File: config.mk
export PLATFORM = sky130hd
export DESIGN_NAME = kvt_cell
export DESIGN_NICKNAME = d
export VERILOG_FILES = /design/src/hw/rtl/assert_macros.svh /design/src/hw/rtl/kvt_pkg.sv /design/src/hw/rtl/kvt_cell.sv
export SDC_FILE = /design/constraint.sdc
export NUM_CORES = 1
export LEC_CHECK = 0
export ABC_AREA = 0
export BUFFER_PORTS_ARGS = -buffer_cell sky130_fd_sc_hd__buf_4
export CELL_PAD_IN_SITES_DETAIL_PLACEMENT = 1
export CELL_PAD_IN_SITES_GLOBAL_PLACEMENT = 2
export CORE_UTILIZATION = 33
export DETAILED_ROUTE_END_ITERATION = 7
export GPL_TIMING_DRIVEN = 1
export PLACE_DENSITY = 0.86
export SLEW_MARGIN = 20
export SYNTH_ARGS = -nofsm -noshare
export SYNTH_HDL_FRONTEND = slang
export SYNTH_SLANG_ARGS = --single-unit
File: constraint.sdc
create_clock -name clk -period 7.5 [get_ports clk]
set_input_delay 0.375 -clock clk [delete_from_list [all_inputs] [get_ports clk]]
set_output_delay 0.375 -clock clk [all_outputs]
set_load 0.03 [all_outputs]
File: src/hw/rtl/assert_macros.svh
// ----------------------------------------------------------------------------
// assert_macros.svh
// Assertion macros shared by the RTL; define ASSERT_OFF to drop them all.
// ----------------------------------------------------------------------------
`ifndef ASSERT_MACROS_SVH
`define ASSERT_MACROS_SVH

`ifndef ASSERT_OFF

// Whenever ante holds at a clock edge, cons must hold at the same edge.
`define ASSERT_IMPLY(label, clk, rst_n, ante, cons) \
    label: assert property (@(posedge clk) disable iff (!rst_n) (ante) |-> (cons)) \
        else $error("assertion failed");

// cond must hold at every clock edge out of reset.
`define ASSERT_ALWAYS(label, clk, rst_n, cond) \
    label: assert property (@(posedge clk) disable iff (!rst_n) (cond)) \
        else $error("assertion failed");

`else

`define ASSERT_IMPLY(label, clk, rst_n, ante, cons)
`define ASSERT_ALWAYS(label, clk, rst_n, cond)

`endif

`endif

File: src/hw/rtl/kvt_pkg.sv
// ----------------------------------------------------------------------------
// kvt_pkg
// Types and operation codes shared by the key-value table and its cells.
// ----------------------------------------------------------------------------
package kvt_pkg;

    localparam int KeyWidth   = 31;
    localparam int ValueWidth = 31;

    localparam logic [1:0] KIND_PUT    = 2'd0;
    localparam logic [1:0] KIND_GET    = 2'd1;
    localparam logic [1:0] KIND_REMOVE = 2'd2;
    localparam logic [1:0] KIND_NOP    = 2'd3;

    typedef struct packed {
        logic [1:0]            kind;
        logic [KeyWidth-1:0]   lookup_key;
        logic [ValueWidth-1:0] store_value;
    } cmd_t;

    typedef struct packed {
        logic                  hit;
        logic [ValueWidth-1:0] read_value;
        logic                  table_full;
    } result_t;

    // Token that walks the cell row: a search pass, then a commit pass if needed.
    typedef struct packed {
        logic                  active;
        logic                  commit;
        logic [1:0]            kind;
        logic [KeyWidth-1:0]   key;
        logic [ValueWidth-1:0] value;
        logic                  found;
        logic [ValueWidth-1:0] found_value;
        logic                  free_seen;
        logic                  placed;
    } tok_t;

    typedef enum logic [1:0] {
        ST_IDLE,
        ST_SEARCH,
        ST_COMMIT
    } state_t;

endpackage

File: src/hw/rtl/kvt_cell.sv
// ----------------------------------------------------------------------------
// kvt_cell
// One table slot: holds key, value and valid mark, and passes the token on.
// ----------------------------------------------------------------------------
module kvt_cell (
    input  logic          clk,
    input  logic          rst_n,
    input  kvt_pkg::tok_t tok_in,
    output kvt_pkg::tok_t tok_out
);

    logic [kvt_pkg::KeyWidth-1:0]   key_reg;
    logic [kvt_pkg::ValueWidth-1:0] value_reg;
    logic                           valid_reg;
    logic                           valid_next;
    kvt_pkg::tok_t                  tok_reg;
    kvt_pkg::tok_t                  tok_next;
    logic                           match;
    logic                           is_search;
    logic                           is_commit;
    logic                           write_new;
    logic                           write_upd;
    logic                           clear;

    assign match     = valid_reg && (key_reg == tok_in.key);
    assign is_search = tok_in.active && !tok_in.commit;
    assign is_commit = tok_in.active && tok_in.commit;

    // Take the first free slot on the way only if the key was absent.
    assign write_new = is_commit && (tok_in.kind == kvt_pkg::KIND_PUT) && !tok_in.found
                       && !tok_in.placed && !valid_reg;
    assign write_upd = is_commit && (tok_in.kind == kvt_pkg::KIND_PUT) && tok_in.found
                       && match;
    assign clear     = is_commit && (tok_in.kind == kvt_pkg::KIND_REMOVE) && match;

    always_comb
    begin
        tok_next = tok_in;
        if (is_search)
        begin
            if (match)
            begin
                tok_next.found       = 1'b1;
                tok_next.found_value = value_reg;
            end
            if (!valid_reg)
            begin
                tok_next.free_seen = 1'b1;
            end
        end
        if (write_new)
        begin
            tok_next.placed = 1'b1;
        end

        if (write_new)
        begin
            valid_next = 1'b1;
        end
        else if (clear)
        begin
            valid_next = 1'b0;
        end
        else
        begin
            valid_next = valid_reg;
        end
    end

    always_ff @(posedge clk or negedge rst_n)
    begin
        if (!rst_n)
        begin
            valid_reg <= 1'b0;
            tok_reg   <= '0;
        end
        else
        begin
            valid_reg <= valid_next;
            tok_reg   <= tok_next;
        end
    end

    always_ff @(posedge clk)
    begin
        if (write_new)
        begin
            key_reg <= tok_in.key;
        end
        if (write_new || write_upd)
        begin
            value_reg <= tok_in.value;
        end
    end

    assign tok_out = tok_reg;

endmodule

==> out/metrics.yaml <==
post-route-min-period_ns: 2.46
floorplan.io_pins: 202
syn-num-nets: 355
holdCritPathClass: "in -> reg"
number_of_instances_in_the_synthesized_netlist: 253
timing.fmax_mhz: 406
rsz_0062_raised_after_global_routing: "false"
finalPower_mw: 1.99
arrival_ns: 2.76
placed_cells: 666
yosysTopAreaCellShare_pct: 48.5
areaGrowthSynthToFinish_pct: 45.3
nFillCells: 1503
initial_antenna_violation_count: 0
power_density_nw_per_um2: 263
floorplan.die_area_um2: 16300
initial_core_util_pct: 34.0
post_drt_via_cell_ratio: 4.29
static_power_due_to_leakage_nw: 3.30
drive_gt1_share_pct: 55.1
synth.lib_cells_used.distinct: 19
worst-path-max-fanout: 32
setup_slack_ns: 5.04
irDropWorstVdd_mv: 0.160
fp.dieH_um: 128
synth_area_leader_cell: "dfrtp_1"
final_common_cell: "buf_4"
clock_path_buffers: 2
grt_ovf: 0
ctsResizeCount: 0
crit_path_end_kind: "register"
clockRootBuffer: "clkbuf_16"
detail-route-antenna-nets: 0
cts.clk_slew.worst_paths_ns: 0.06
fin_tns_setup_ns: 0
netlist_top_cells_area: "dfrtp_1 49%, edfxtp_1 36%, mux2_2 6.1%, xor2_1 5.2%, nor4_1 0.84%"
post_synth.cell_area_avg_um2: 20.6
fin_worst_skew_ns: 0.00825
num_antenna_cells: 0
timing_max_transition_violations_final: 0
crit_chain: "xor2_1 > nor4_1 > nand4_1 > nor3_4 > buf_4 > mux2_2"
max-cap-violations: 0
drt_drc_violations_left: 0
status: "complete, no violations"
cp_data_required_time_ns: 7.80
share_of_the_clock_period_used_by_the_worst_path_pct: 32.8
drt-initial-drc-count: 74
cts_tree: "done"
start_kind: "register"
yosys_warnings: 0
synth_area_um2: 5210
total_track_usage_pct: 15.7
criticalPathCategory: "reg -> reg"
critPathMaxStageDelay_ns: 0.42
floorplan.die.width_um: 128
worst_slew_pin_slew_ns: 0.711
source_to_sink_clock_delay_at_the_later_pin_of_the_worst_skew_pair_ns: 0.42
detail_route.wirelength_mm: 12.2
final-hold-violation-count: 0
maximum_number_of_pins_on_one_net_before_global_route_repair: 57
route.detailed.wl_per_inst_um: 17.4
synth-seq-area-share_pct: 84.3
final_cells: 699
first_global_vias: 3439
clock_sinks: 163
cts_setup_buffers: 0
ctsHoldBuffers: 1
cp_slowest_cell: "nor4_1"
floorplan.rows: 45
hpwlAfterDp_mm: 8.94
tritoncts.num_buffers: 17
report.final.setup_viol: 0
largest_register_ffs: 100
fin_nets: 577
finalWeightedCongestion: 0.709
final_cell_mix: "205 x buf_4, 101 x dfrtp_1, 62 x edfxtp_1, 31 x xor2_1, 28 x mux2_2"
vias: 2996
design.core.area_um2: 15300
global_route_wire_length_before_repair_mm: 18.6
slew_headroom_pct: 52.6
number_of_register_bits_inferred_by_synthesis: 163
drt-pass1-iter-count: 4
htreeDepth: 4
placement.setup.worst_slack_ns: 4.84
buffer_ports.inserted: 201
stage by stage:
| stage | hold slack (ns) | instance area (µm²) | util (%) |
|---|---|---|---|
| after floorplan | 0.0794 | 5210 | - |
| after global placement | 0.409 | 6980 | 45.6 |
| after detailed placement | 0.424 | 6980 | 45.6 |
| after CTS | 0.0418 | 7560 | 49.4 |
| after global routing | 0.0421 | 7560 | 49.4 |
| final | 0.0684 | 7560 | 49.4 |
Yosys cell counts:
master / n
nand2b_1: 1
or2_2: 3
dfrtp_1: 101
nor4_1: 7
nor2_1: 2
buf_6: 3
nand3b_1: 1
nor4b_1: 1
nand2_1: 2
edfxtp_1: 62
nor3_1: 2
mux2_1: 3
nand4_1: 2
xor2_1: 31
mux2_2: 28
nor3_4: 1
o31ai_1: 1
a41o_1: 1
nor3b_1: 1
final timing paths:
kind	start	to	slack [ns]	depth (start not counted)
worst min-delay path	tok_in[57]	tok_out[57]	0.07	1
worst min register to register	value_reg[25]	tok_out[27]	0.47	1
min in group asynchronous	rst_n	tok_out[11]	0.53	2
worst max register to register	key_reg[10]	tok_out[14]	5.04	6
max in group asynchronous	rst_n	tok_out[59]	5.80	3
worst max-delay path	key_reg[10]	tok_out[14]	5.04	6
routing by layer:
| metal | GRT usage [%] | part of all wire, % | vias up | routed length [µm] |
|---|---|---|---|---|
| met3 | 6.83 | 8.5 | 11 | 1030 |
| li1 | - | - | 1345 | - |
| met1 | 17.9 | 40 | 1497 | 4820 |
| met2 | 26.6 | 51 | 143 | 6210 |
| met4 | 5.12 | 1.0 | 0 | 123 |
| met5 | 0 | 0 | - | 0 |
cells by family (layout without fill, tap and decap cells):
logic type | after synthesis | in the layout | share of synthesized area, %
DFF | 163 | 163 | 84.3
AOI/OAI and AO/OA | 2 | 2 | 0.336
xor gates and xnor gates | 31 | 31 | 5.21
and+or+nand+nor | 23 | 23 | 2.81
muxes | 31 | 31 | 6.70
buffers and inverters | 3 | 238 | 0.649
layout make-up:
cell class / count / area [µm²] / share of cell area (%)
repair buffers: 206 / 1550 / 20.5
well taps: 211 / 264 / 3.49
flip-flops and latches: 163 / 4390 / 58.0
multi-input cells: 87 / 791 / 10.5
clock inverters: 11 / 101 / 1.34
clock buffers: 21 / 470 / 6.22
critical path: cells and delay by family, from the launching register on:
family | cells | cell delay, ns
XOR/XNOR | 1 | 0.17
buffers and inverters | 1 | 0.41
AND/OR/NAND/NOR | 3 | 0.94
flip-flops | 1 | 0.40
multiplexers | 1 | 0.40
power breakdown:
part           internal [mW]  switching, mW  leakage [nW]
clock network          0.484          0.346         0.280
logic                 0.0814          0.107          1.29
registers              0.957         0.0122          1.73
total                   1.52          0.466          3.30
Note: power is estimated with default switching activity, not from simulation.
